## config.mk

```make
export PLATFORM = sky130hd
export DESIGN_NAME = letter_interval_partitioner
export DESIGN_NICKNAME = d
export VERILOG_FILES = /design/src/hdl/lip_pkg.sv /design/src/hdl/letter_interval_partitioner.sv /design/src/hdl/lip_ram.sv /design/src/hdl/lip_record.sv /design/src/hdl/lip_walk.sv
export SDC_FILE = /design/constraint.sdc
export NUM_CORES = 1
export LEC_CHECK = 0
export BUFFER_PORTS_ARGS = -buffer_cell sky130_fd_sc_hd__buf_2
export CORE_ASPECT_RATIO = 0.6
export CORE_MARGIN = 2
export CORE_UTILIZATION = 35
export DETAILED_ROUTE_END_ITERATION = 12
export GPL_ROUTABILITY_DRIVEN = 1
export HOLD_SLACK_MARGIN = 0.08
export PLACE_DENSITY = 0.5
export SYNTH_ARGS = -nofsm -noshare
export SYNTH_HDL_FRONTEND = slang
export SYNTH_SLANG_ARGS = --single-unit
```

## constraint.sdc

```tcl
create_clock -name clk -period 4.8 [get_ports clk]
set_clock_uncertainty 0.15 [all_clocks]
set_input_delay 1.44 -clock clk [delete_from_list [all_inputs] [get_ports clk]]
set_output_delay 1.44 -clock clk [all_outputs]
set_load 0.02 [all_outputs]
```

## src/hdl/lip_pkg.sv

```systemverilog
// Package for the letter interval partitioner.
// Holds the sizes, the request and result structs and the internal buses.
// No dependencies.
`timescale 1ns / 1ps

package lip_pkg;

	localparam int ALPHABET = 26;
	localparam int LETTER_W = 5;
	localparam int MAX_LEN  = 65536;
	localparam int POS_W    = 16;
	localparam int CNT_W    = 17;
	localparam int LEN_W    = 17;
	localparam int IDX_W    = $clog2(ALPHABET);
	localparam int COUNT_W  = $clog2(ALPHABET + 1);

	typedef struct packed {
		logic [LETTER_W-1:0] letter;
		logic                last_letter;
	} req_t;

	typedef struct packed {
		logic [LEN_W-1:0] part_length;
		logic             last_part;
		logic             overflow;
	} rsp_t;

	// Write side of the interval and order memories.
	typedef struct packed {
		logic             first_we;
		logic             final_we;
		logic [IDX_W-1:0] letter_addr;
		logic [POS_W-1:0] pos;
		logic             order_we;
		logic [IDX_W-1:0] order_addr;
	} mem_wr_t;

	// State of the string being collected, seen by the walk unit.
	typedef struct packed {
		logic [COUNT_W-1:0] count;
		logic               overflow;
	} rec_status_t;

endpackage

```

## src/hdl/letter_interval_partitioner.sv

```systemverilog
// Top level of the letter interval partitioner.
// Depends on lip_pkg, lip_ram, lip_record and lip_walk.
`timescale 1ns / 1ps

//  Channel   Handshake               Payload        Direction
//  request   start / busy            req (req_t)    in
//  result    rsp_strobe (one cycle)  rsp (rsp_t)    out
//
// A letter is taken in every cycle while start is high and busy is low. The letter
// that ends the string starts a walk over the D distinct letters: the order memory
// and then the interval memories are read in a three-stage pipeline, and busy stays
// high until the walk ends. Up to D partition lengths are strobed out; the final one
// comes in the first cycle in which busy is low again. Reset clears the seen flags
// and counters at once; the memories hold no reset value and are only read where
// written. The receiver cannot stall.

module letter_interval_partitioner (
	input  logic          clk,
	input  logic          arst_n,
	input  logic          start,
	output logic          busy,
	input  lip_pkg::req_t req,
	output logic          rsp_strobe,
	output lip_pkg::rsp_t rsp
);

	logic                        accept;
	logic                        go;
	logic                        clear;
	lip_pkg::mem_wr_t            wr;
	lip_pkg::rec_status_t        status;
	logic [lip_pkg::IDX_W-1:0]   order_raddr;
	logic [lip_pkg::IDX_W-1:0]   pos_raddr;
	logic [lip_pkg::IDX_W-1:0]   order_rdata;
	logic [lip_pkg::POS_W-1:0]   first_rdata;
	logic [lip_pkg::POS_W-1:0]   final_rdata;

	// A letter enters only while no walk is in progress.
	assign accept = start && !busy;

	// The recorder tracks positions and writes intervals as letters arrive.
	lip_record u_record (
		.clk    (clk),
		.arst_n (arst_n),
		.accept (accept),
		.req    (req),
		.clear  (clear),
		.wr     (wr),
		.status (status),
		.go     (go)
	);

	// First position of each letter, written only on its first appearance.
	lip_ram #(
		.WIDTH (lip_pkg::POS_W),
		.DEPTH (lip_pkg::ALPHABET)
	) u_first_ram (
		.clk   (clk),
		.we    (wr.first_we),
		.waddr (wr.letter_addr),
		.wdata (wr.pos),
		.raddr (pos_raddr),
		.rdata (first_rdata)
	);

	// Last position of each letter, rewritten on every appearance.
	lip_ram #(
		.WIDTH (lip_pkg::POS_W),
		.DEPTH (lip_pkg::ALPHABET)
	) u_final_ram (
		.clk   (clk),
		.we    (wr.final_we),
		.waddr (wr.letter_addr),
		.wdata (wr.pos),
		.raddr (pos_raddr),
		.rdata (final_rdata)
	);

	// Letters in order of first appearance, which sorts intervals by start.
	lip_ram #(
		.WIDTH (lip_pkg::IDX_W),
		.DEPTH (lip_pkg::ALPHABET)
	) u_order_ram (
		.clk   (clk),
		.we    (wr.order_we),
		.waddr (wr.order_addr),
		.wdata (wr.letter_addr),
		.raddr (order_raddr),
		.rdata (order_rdata)
	);

	// The walk merges intervals and strobes one length per partition.
	lip_walk u_walk (
		.clk         (clk),
		.arst_n      (arst_n),
		.go          (go),
		.status      (status),
		.order_rdata (order_rdata),
		.first_rdata (first_rdata),
		.final_rdata (final_rdata),
		.order_raddr (order_raddr),
		.pos_raddr   (pos_raddr),
		.busy        (busy),
		.clear       (clear),
		.rsp_strobe  (rsp_strobe),
		.rsp         (rsp)
	);

endmodule

```

## src/hdl/lip_ram.sv

```systemverilog
// Generic single-write, single-read synchronous RAM with registered read data.
// No dependencies.
`timescale 1ns / 1ps

module lip_ram #(
	parameter int WIDTH = 8,
	parameter int DEPTH = 32,
	localparam int AW = $clog2(DEPTH)
) (
	input  logic             clk,
	input  logic             we,
	input  logic [AW-1:0]    waddr,
	input  logic [WIDTH-1:0] wdata,
	input  logic [AW-1:0]    raddr,
	output logic [WIDTH-1:0] rdata
);

	logic [WIDTH-1:0] mem [DEPTH];

	always_ff @(posedge clk) begin
		if (we) begin
			mem[waddr] <= wdata;
		end
		rdata <= mem[raddr];
	end

endmodule

```

## src/hdl/lip_record.sv

```systemverilog
// Letter recorder: position counter, seen flags, distinct count and the
// write side of the memories. Depends on lip_pkg.
`timescale 1ns / 1ps

module lip_record (
	input  logic                 clk,
	input  logic                 arst_n,
	input  logic                 accept,
	input  lip_pkg::req_t        req,
	input  logic                 clear,
	output lip_pkg::mem_wr_t     wr,
	output lip_pkg::rec_status_t status,
	output logic                 go
);

	logic [lip_pkg::ALPHABET-1:0] seen_q;
	logic [lip_pkg::COUNT_W-1:0]  count_q;
	logic [lip_pkg::CNT_W-1:0]    pos_cnt_q;
	logic                         ovf_q;

	logic                        valid;
	logic                        is_new;
	logic                        sat;
	logic [lip_pkg::POS_W-1:0]   pos;
	logic [lip_pkg::IDX_W-1:0]   idx;
	logic [lip_pkg::COUNT_W-1:0] count_next;

	always_comb begin
		valid = (req.letter < lip_pkg::LETTER_W'(lip_pkg::ALPHABET));
		idx = req.letter[lip_pkg::IDX_W-1:0];
		is_new = valid && !seen_q[idx];
		sat = (pos_cnt_q >= lip_pkg::CNT_W'(lip_pkg::MAX_LEN));
		pos = sat ? lip_pkg::POS_W'(lip_pkg::MAX_LEN - 1) : pos_cnt_q[lip_pkg::POS_W-1:0];
		count_next = count_q;
		if (is_new && (count_q < lip_pkg::COUNT_W'(lip_pkg::ALPHABET))) begin
			count_next = count_q + lip_pkg::COUNT_W'(1);
		end
		wr.first_we = accept && is_new;
		wr.final_we = accept && valid;
		wr.letter_addr = idx;
		wr.pos = pos;
		wr.order_we = accept && is_new && (count_q < lip_pkg::COUNT_W'(lip_pkg::ALPHABET));
		wr.order_addr = count_q[lip_pkg::IDX_W-1:0];
		status.count = count_q;
		status.overflow = ovf_q;
		go = accept && req.last_letter && (count_next != '0);
	end

	always_ff @(posedge clk or negedge arst_n) begin
		if (!arst_n) begin
			seen_q <= '0;
			count_q <= '0;
			pos_cnt_q <= '0;
			ovf_q <= 1'b0;
		end else if (clear || (accept && req.last_letter && (count_next == '0))) begin
			// An empty string clears at once; otherwise the walk ends the string.
			seen_q <= '0;
			count_q <= '0;
			pos_cnt_q <= '0;
			ovf_q <= 1'b0;
		end else if (accept && valid) begin
			seen_q[idx] <= 1'b1;
			count_q <= count_next;
			if (sat) begin
				ovf_q <= 1'b1;
			end else begin
				pos_cnt_q <= pos_cnt_q + lip_pkg::CNT_W'(1);
			end
		end
	end

endmodule

```

## src/hdl/lip_walk.sv

```systemverilog
// Interval walk: reads letters in order of first appearance, fetches their
// intervals, merges them and emits one result per partition. Depends on lip_pkg.
`timescale 1ns / 1ps

module lip_walk (
	input  logic                        clk,
	input  logic                        arst_n,
	input  logic                        go,
	input  lip_pkg::rec_status_t        status,
	input  logic [lip_pkg::IDX_W-1:0]   order_rdata,
	input  logic [lip_pkg::POS_W-1:0]   first_rdata,
	input  logic [lip_pkg::POS_W-1:0]   final_rdata,
	output logic [lip_pkg::IDX_W-1:0]   order_raddr,
	output logic [lip_pkg::IDX_W-1:0]   pos_raddr,
	output logic                        busy,
	output logic                        clear,
	output logic                        rsp_strobe,
	output lip_pkg::rsp_t               rsp
);

	typedef enum logic [1:0] {
		W_IDLE,
		W_RUN,
		W_LAST
	} wstate_t;

	wstate_t                     state_q;
	logic [lip_pkg::COUNT_W-1:0] iss_q;
	logic                        v_s1, last_s1, head_s1;
	logic                        v_s2, last_s2, head_s2;
	logic [lip_pkg::POS_W-1:0]   lo_q, hi_q;
	logic                        strobe_q;
	lip_pkg::rsp_t               rsp_q;

	logic                        issue;
	logic [lip_pkg::LEN_W-1:0]   cur_len;

	always_comb begin
		issue = (state_q == W_RUN) && (iss_q < status.count);
		order_raddr = iss_q[lip_pkg::IDX_W-1:0];
		pos_raddr = order_rdata;
		busy = (state_q != W_IDLE);
		clear = (state_q == W_LAST);
		cur_len = lip_pkg::LEN_W'(hi_q) - lip_pkg::LEN_W'(lo_q) + lip_pkg::LEN_W'(1);
		rsp_strobe = strobe_q;
		rsp = rsp_q;
	end

	always_ff @(posedge clk) begin
		if (v_s2) begin
			if (head_s2) begin
				lo_q <= first_rdata;
				hi_q <= final_rdata;
			end else if (first_rdata <= hi_q) begin
				if (final_rdata > hi_q) begin
					hi_q <= final_rdata;
				end
			end else begin
				lo_q <= first_rdata;
				hi_q <= final_rdata;
			end
		end
		rsp_q.part_length <= cur_len;
		rsp_q.last_part <= (state_q == W_LAST);
		rsp_q.overflow <= status.overflow;
	end

	always_ff @(posedge clk or negedge arst_n) begin
		if (!arst_n) begin
			state_q <= W_IDLE;
			iss_q <= '0;
			v_s1 <= 1'b0;
			last_s1 <= 1'b0;
			head_s1 <= 1'b0;
			v_s2 <= 1'b0;
			last_s2 <= 1'b0;
			head_s2 <= 1'b0;
			strobe_q <= 1'b0;
		end else begin
			v_s1 <= issue;
			last_s1 <= issue && (iss_q == status.count - lip_pkg::COUNT_W'(1));
			head_s1 <= issue && (iss_q == '0);
			v_s2 <= v_s1;
			last_s2 <= last_s1;
			head_s2 <= head_s1;
			if (issue) begin
				iss_q <= iss_q + lip_pkg::COUNT_W'(1);
			end
			// A gap before the next interval closes the current partition, and
			// the final state closes the last one.
			strobe_q <= (v_s2 && !head_s2 && (first_rdata > hi_q)) || (state_q == W_LAST);
			case (state_q)
				W_IDLE: begin
					iss_q <= '0;
					if (go) begin
						state_q <= W_RUN;
					end
				end
				W_RUN: begin
					if (v_s2 && last_s2) begin
						state_q <= W_LAST;
					end
				end
				W_LAST: begin
					state_q <= W_IDLE;
				end
				default: begin
					state_q <= W_IDLE;
				end
			endcase
		end
	end

endmodule
```

; ---- Yosys cells after proc, flatten, opt, wreduce, memory -nomap -nowiden
; Memory sizes are Yosys's and may differ from the RTL's. A register that Yosys moved wholly into a read port is not among the register bits.
; Index checks and enable logic that the tools add are counted.
[op_classes]
n_lt_le_gt_ge = 9
add_sub_neg = 6
eq_ne = 8
n_bitwise = 1
reduce_logical = 34
mux = 32
[op_table]
columns = op, count
row1 = $mux 16, 6
row2 = $mux 26, 2
row3 = $mux 17, 3
row4 = $add 17x1->17 const B, 2
row5 = $gt 16x16->1, 2
row6 = $or 26x26->26, 1
row7 = $mux 5, 5
row8 = $ge 17x17->1 const B, 1
row9 = $sub 16x16->17, 1
row10 = $le 16x16->1, 1
row11 = $logic_and 1x1->1, 16
row12 = $mux 1, 11
row13 = $add 5x1->5 const B, 2
row14 = $logic_not 5->1, 2
row15 = $lt 5x5->1 const B, 2
row16 = $reduce_and 2->1, 5
row17 = $reduce_bool 2->1, 4
row18 = $lt 5x6->1 const B, 1
row19 = $ne 2x2->1 const B, 3
row20 = $bmux 1 s5, 1
row21 = $demux 1 s5, 1
row22 = $eq 5x5->1, 1
row23 = $ge 5x1->1 const B, 1
row24 = $lt 5x5->1, 1
row25 = 11 further kinds, 15
[word_totals]
word_cells = 111
regBits = 114
mem_count = 3
ram_bits = 962
[memory_table]
columns = name, words, word_bits, rd, rd_ports_with_merged_regs, wr, line
row1 = u_final_ram.mem, 26, 16, 1, 1, 1, lip_ram.sv:18  ; logic [WIDTH-1:0] mem [DEPTH];
row2 = u_first_ram.mem, 26, 16, 1, 1, 1, lip_ram.sv:18
row3 = u_order_ram.mem, 26, 5, 1, 1, 1, lip_ram.sv:18

; ---- Depth between registers and ports, before layout
[logic_depth]
depth_word = 11
mapped_depth = 13
mapped_depth_nobuf = 13

; ---- Cells and area by module
; From an unflattened synthesis, not the netlist that was laid out.
[hier_totals]
hier_cells = 2588
hier_area_um2 = 45314.7
[by_module_without_submodules]
columns = mod, n_inst, area_per_inst_um2, seq_area_each_um2, cells_per_inst
row1 = lip_ram at u_final_ram ..., 2, 16595.9, 12812.3, 810
row2 = lip_ram at u_order_ram, 1, 5368.9, 4003.8, 315
row3 = lip_walk, 1, 3892.5, 1691.6, 353
row4 = lip_record, 1, 2847.7, 1226.2, 299
row5 = letter_interval_partitioner, 1, 13.8, 0.0, 1

; ---- Worst setup path after synthesis
; Ideal clock, no wire load.
[synth_timing]
path_kind = input -> register
startpoint = input port req[1] (netlist bit)
endpoint = memory u_first_ram.mem[9][0] (netlist bit), enable pin
t_required_ns = 4.241
arrival_ns = 4.301
cell_stages = 7
path_buffers = 2
path_slack_ns = -0.060
path_cell_list = buf_2 > mux4_2 > a31o_2 > a211oi_1 > nand3b_1 > clkbuf_1 > nor3_1
[synth_via]
elab_chain_cells = 7
elab_cells_between_ends = 8
classes_between = order compare (1) / mux (4) / reduce/logical (3)
[synth_rtl]
columns = item, line
row1 = from (decl), letter_interval_partitioner.sv:22  ; input lip_pkg::req_t req,
row2 = $bmux 1 s5, lip_record.sv:31  ; is_new = valid && !seen_q[idx];
row3 = $mux 1 (not written as such), lip_record.sv:31
row4 = $logic_not 1->1, lip_record.sv:31
row5 = $logic_and 1x1->1, lip_record.sv:31
row6 = $logic_and 1x1->1, lip_record.sv:38  ; wr.first_we = accept && is_new;
row7 = $mux 1, lip_ram.sv:21  ; if (we) begin
row8 = $mux 1 (not written as such), lip_ram.sv:22  ; mem[waddr] <= wdata;
row9 = to (decl), lip_ram.sv:18
; Parallel ways exist; a longest one is shown, timed or not. The select of a mux whose other input is x is not followed.

; ---- Worst setup path in the final report
[layout_timing]
startpoint = input port req[1] (netlist bit)
endpoint = memory u_order_ram.mem[19][1] (netlist bit), enable pin
[layout_via]
elab_chain_cells = 8
elab_cells_between_ends = 9
classes_between = order compare (1) / mux (4) / reduce/logical (4)
[layout_rtl]
columns = item, line
row1 = $bmux 1 s5, lip_record.sv:31
row2 = $mux 1 (not written as such), lip_record.sv:31
row3 = $logic_not 1->1, lip_record.sv:31
row4 = $logic_and 1x1->1 (*), lip_record.sv:31
row5 = $logic_and 1x1->1 (*) (2 in series), lip_record.sv:42  ; wr.order_we = accept && is_new && (count_q < lip_pkg::COUNT_W'(lip_pkg::ALPHABET));
row6 = $mux 1 (*), lip_ram.sv:21
row7 = $mux 1 (not written as such) (*), lip_ram.sv:22
row8 = to (decl), lip_ram.sv:18
; Mark *: on every way between the ends. The rest lies on a longest branch, timed or not. The select of a mux whose other input is x is not followed.

==> impl_metrics.tcl <==
set metrics [dict create \
    status "finished, final reports clean" \
    core_mm2 0.126 \
    place_inst 4017 \
    cp.required_ns 5.06 \
    p_clk_frac 0.294 \
    io_pins 30 \
    hold_class "reg2reg" \
    ys_warn_count 0 \
    rows 101 \
    ys.flop_type "edfxtp_1" \
    area_growth_pct 14.5 \
    critPathMostFrequentCell "buf_4" \
    stdcell_count 4212 \
    ys_types 67 \
    drtAntennaViolNets 0 \
    synth_nets 2362 \
    postCtsSetupRepairBufs 0 \
    syn_area_per_cell_um2 19.5 \
    cts_tree "yes" \
    via_count 22300 \
    crit_fanout 18 \
    gr-total-overflow 0 \
    clk_pin_slew_ns 0.06 \
    antenna_found_initial 13 \
    dpl_cell_area_mm2 0.0473 \
    end_kind "flip-flop" \
    synth_top_area_frac 0.673 \
    tightest_slew_ns 1.20 \
    crit_buf_inv 3 \
    dr.first_iter.drc_count 2550 \
    setup_slack_ns 1.08 \
    start_kind "primary input" \
    async_flop_share 0.0566 \
    maxCapViolations 0 \
    grt_pass1_vias 23000 \
    grt_max_degree 61 \
    crit_slowest_cell "nor4_1" \
    power.internal_mw 19.6 \
    yosysSeqAreaShare 0.734 \
    place_congestion 0.842 \
    layout-drive-gt1-share 0.276 \
    fin_nets 2510 \
    layout_min_cycle_time_ns 3.72 \
    fp.dieW_um 464 \
    numClockSinks 1113 \
    dr.pass1.iters 5 \
    p_per_area_mw_per_mm2 565 \
    combPwrFrac 0.273 \
    cts_hold_buf 0 \
    setup-violations-final 0 \
    die_h_um 280 \
    grt_pass1_wl_mm 164 \
    via_per_inst 5.30 \
    sequentialPowerShare 0.433 \
    crit_chain "buf_2, mux4_2, a31o_2, a211oi_1, nand3b_1, buf_4, nor4_1, buf_4" \
    arrival_ns 3.98 \
    max_clock_freq_mhz 269 \
    numCtsBuffers 103 \
    clk_latency_ns 0.73 \
    cellLeakagePower_nw 16.9 \
    post_drt_wl_per_cell_um 26.8 \
    port_buffers 29 \
    synth_area_mm2 0.0443 \
    drc_errors 0 \
    cts_buffer_depth 3 \
    synth.largest_area_cell "edfxtp_1" \
    fin_area_mm2 0.0508 \
    final_util 0.402 \
    ctsResizeCount 0 \
    synth_area_leaders "edfxtp_1 (67%), mux4_2 (13%), dfrtp_1 (3.6%)" \
    final.period_utilization 0.775 \
    die_area_mm2 0.130 \
    ys_ff_latch 1113 \
    syn-instance-count 2275 \
    worstSetupPathType "in2reg" \
    slew_viol_final 0 \
    place_ws_ns 0.430 \
    tns_ns 0 \
    relSlewSlack 0.201 \
    synth_edf_count 994 \
    vdd_ir_drop_max_mv 0.331 \
    initial_core_util 0.352 \
    power.switching_mw 9.12 \
    crit_family "simple AND/OR/NAND/NOR gates" \
    hold_violations 0 \
    switching_share 0.318 \
    rsz0062_at_grt "no" \
    hpwl_mm 70.5 \
    clockRootBuffer "clkbuf_16" \
    critical_path.max_stage_delay_ns 0.65 \
    drt_wl_total_mm 113 \
    h-tree-depth 3 \
    grt_use_total 0.175 \
]
cells in the final DEF (no fill, tap or decap), types with 38 or more instances in the layout:
| cell | synthesis | final |
|---|---|---|
| mux2_2 | 38 | 38 |
| buf_4 | 1 | 126 |
| inv_1 | 53 | 53 |
| clkbuf_16 | 0 | 106 |
| a21oi_1 | 62 | 61 |
| o21ai_0 | 41 | 41 |
| a211oi_1 | 45 | 45 |
| mux4_2 | 262 | 262 |
| dfrtp_1 | 63 | 62 |
| dfxtp_1 | 56 | 51 |
| nor2_1 | 100 | 80 |
| edfxtp_1 | 994 | 994 |
| nor2b_1 | 42 | 42 |
| nand2_1 | 43 | 43 |
| ha_1 | 77 | 77 |
| mux2i_1 | 45 | 45 |
per-stage QoR:
step	hold WS [ns]	power [mW]
after global placement	0.189	20.5
final	0.212	28.7
after global routing	0.225	30.1
after CTS	0.216	29.0
after detailed placement	0.190	20.5
after floorplan	0.181	17.6
cells in the mapped netlist, types with 3 or more instances:
cell / instances
nor3_2: 10
buf_1: 30
or3_1: 3
nand2b_1: 7
mux2i_1: 45
nand3b_1: 5
dfrtp_1: 63
mux2_2: 38
nand4_1: 9
xnor2_1: 24
a21o_1: 9
buf_6: 7
o21a_1: 10
o211ai_1: 4
nor2_1: 100
buf_2: 4
a31oi_1: 5
ha_1: 77
nand2_1: 43
xor2_1: 8
or2_2: 17
o31ai_1: 4
a211oi_1: 45
inv_1: 53
o21ai_0: 41
mux4_2: 262
edfxtp_1: 994
nor2b_1: 42
dfxtp_1: 56
nand3_1: 16
clkbuf_1: 75
nor4_1: 18
and3_1: 5
a21oi_1: 62
nor3_1: 40
cell families after synthesis:
family	count (synthesis)	synth area share
fa+ha+maj	78	0.0222
buf+inv	172	0.0159
flops	1113	0.734
simple gates	328	0.0383
compound gates	207	0.0304
xor+xnor	32	0.00632
mux	345	0.153
routing by layer:
| layer | global-route usage | share of wire | wire (um) |
|---|---|---|---|
| met3 | 0.0489 | 0.081 | 9150 |
| met4 | 0.0399 | 0.019 | 2200 |
| met5 | 0.00887 | 0.0014 | 159 |
| met1 | 0.267 | 0.48 | 53800 |
| met2 | 0.246 | 0.42 | 47700 |
worst paths after layout:
| path | to | slack [ns] | from | cells after the start |
|---|---|---|---|---|
| hold / removal | u_walk.v_s2 | 0.21 | u_walk.v_s1 | 0 |
| setup / recovery | u_order_ram.mem[19][1] | 1.08 | req[1] | 8 |
| setup reg to reg | u_walk.order_raddr[2] | 1.36 | u_record.count_q[2] | 8 |
| min in group asynchronous | u_record.seen_q[4] | 0.80 | arst_n | 1 |
| hold reg to reg | u_walk.v_s2 | 0.21 | u_walk.v_s1 | 0 |
| max in group asynchronous | u_record.seen_q[1] | 2.89 | arst_n | 2 |
registers in the layout (all words and copies together), names as in the netlist:
register,flops
u_record.seen_q,26
u_walk.lo_q,16
u_first_ram.mem,416
u_walk.rsp,19
u_first_ram.rdata,16
u_walk.v_s1,1
u_final_ram.rdata,16
u_walk.last_s1,1
u_order_ram.mem,130
u_walk.head_s2,1
u_walk.state_q,2
u_walk.hi_q,16
u_walk.v_s2,1
u_walk.order_raddr,5
u_walk.last_s2,1
u_record.count_q,5
u_final_ram.mem,416
u_walk.rsp_strobe,1
u_walk.head_s1,1
u_record.pos_cnt_q,17
u_order_ram.rdata,5
u_record.ovf_q,1
power groups by stage:
| stage | clock network (mW) | logic [mW] | registers [mW] |
|---|---|---|---|
| finish | 8.42 | 7.84 | 12.4 |
| global route | 8.96 | 8.58 | 12.5 |
| floorplan | 0 | 5.56 | 12.0 |
| detailed placement | 0 | 7.89 | 12.6 |
| CTS | 8.62 | 7.93 | 12.4 |
| global placement | 0 | 7.81 | 12.7 |
cell type report:
class	count	area (um2)
flip-flops and latches	1113	32600
multi-input cells	990	11200
inverters	55	206
diodes	3	7.51
clock inverters	60	623
repair buffers	160	1190
well taps	1699	2130
clock buffers	132	2800
fillers	11200	75400
(Power assumes the default switching activity.)
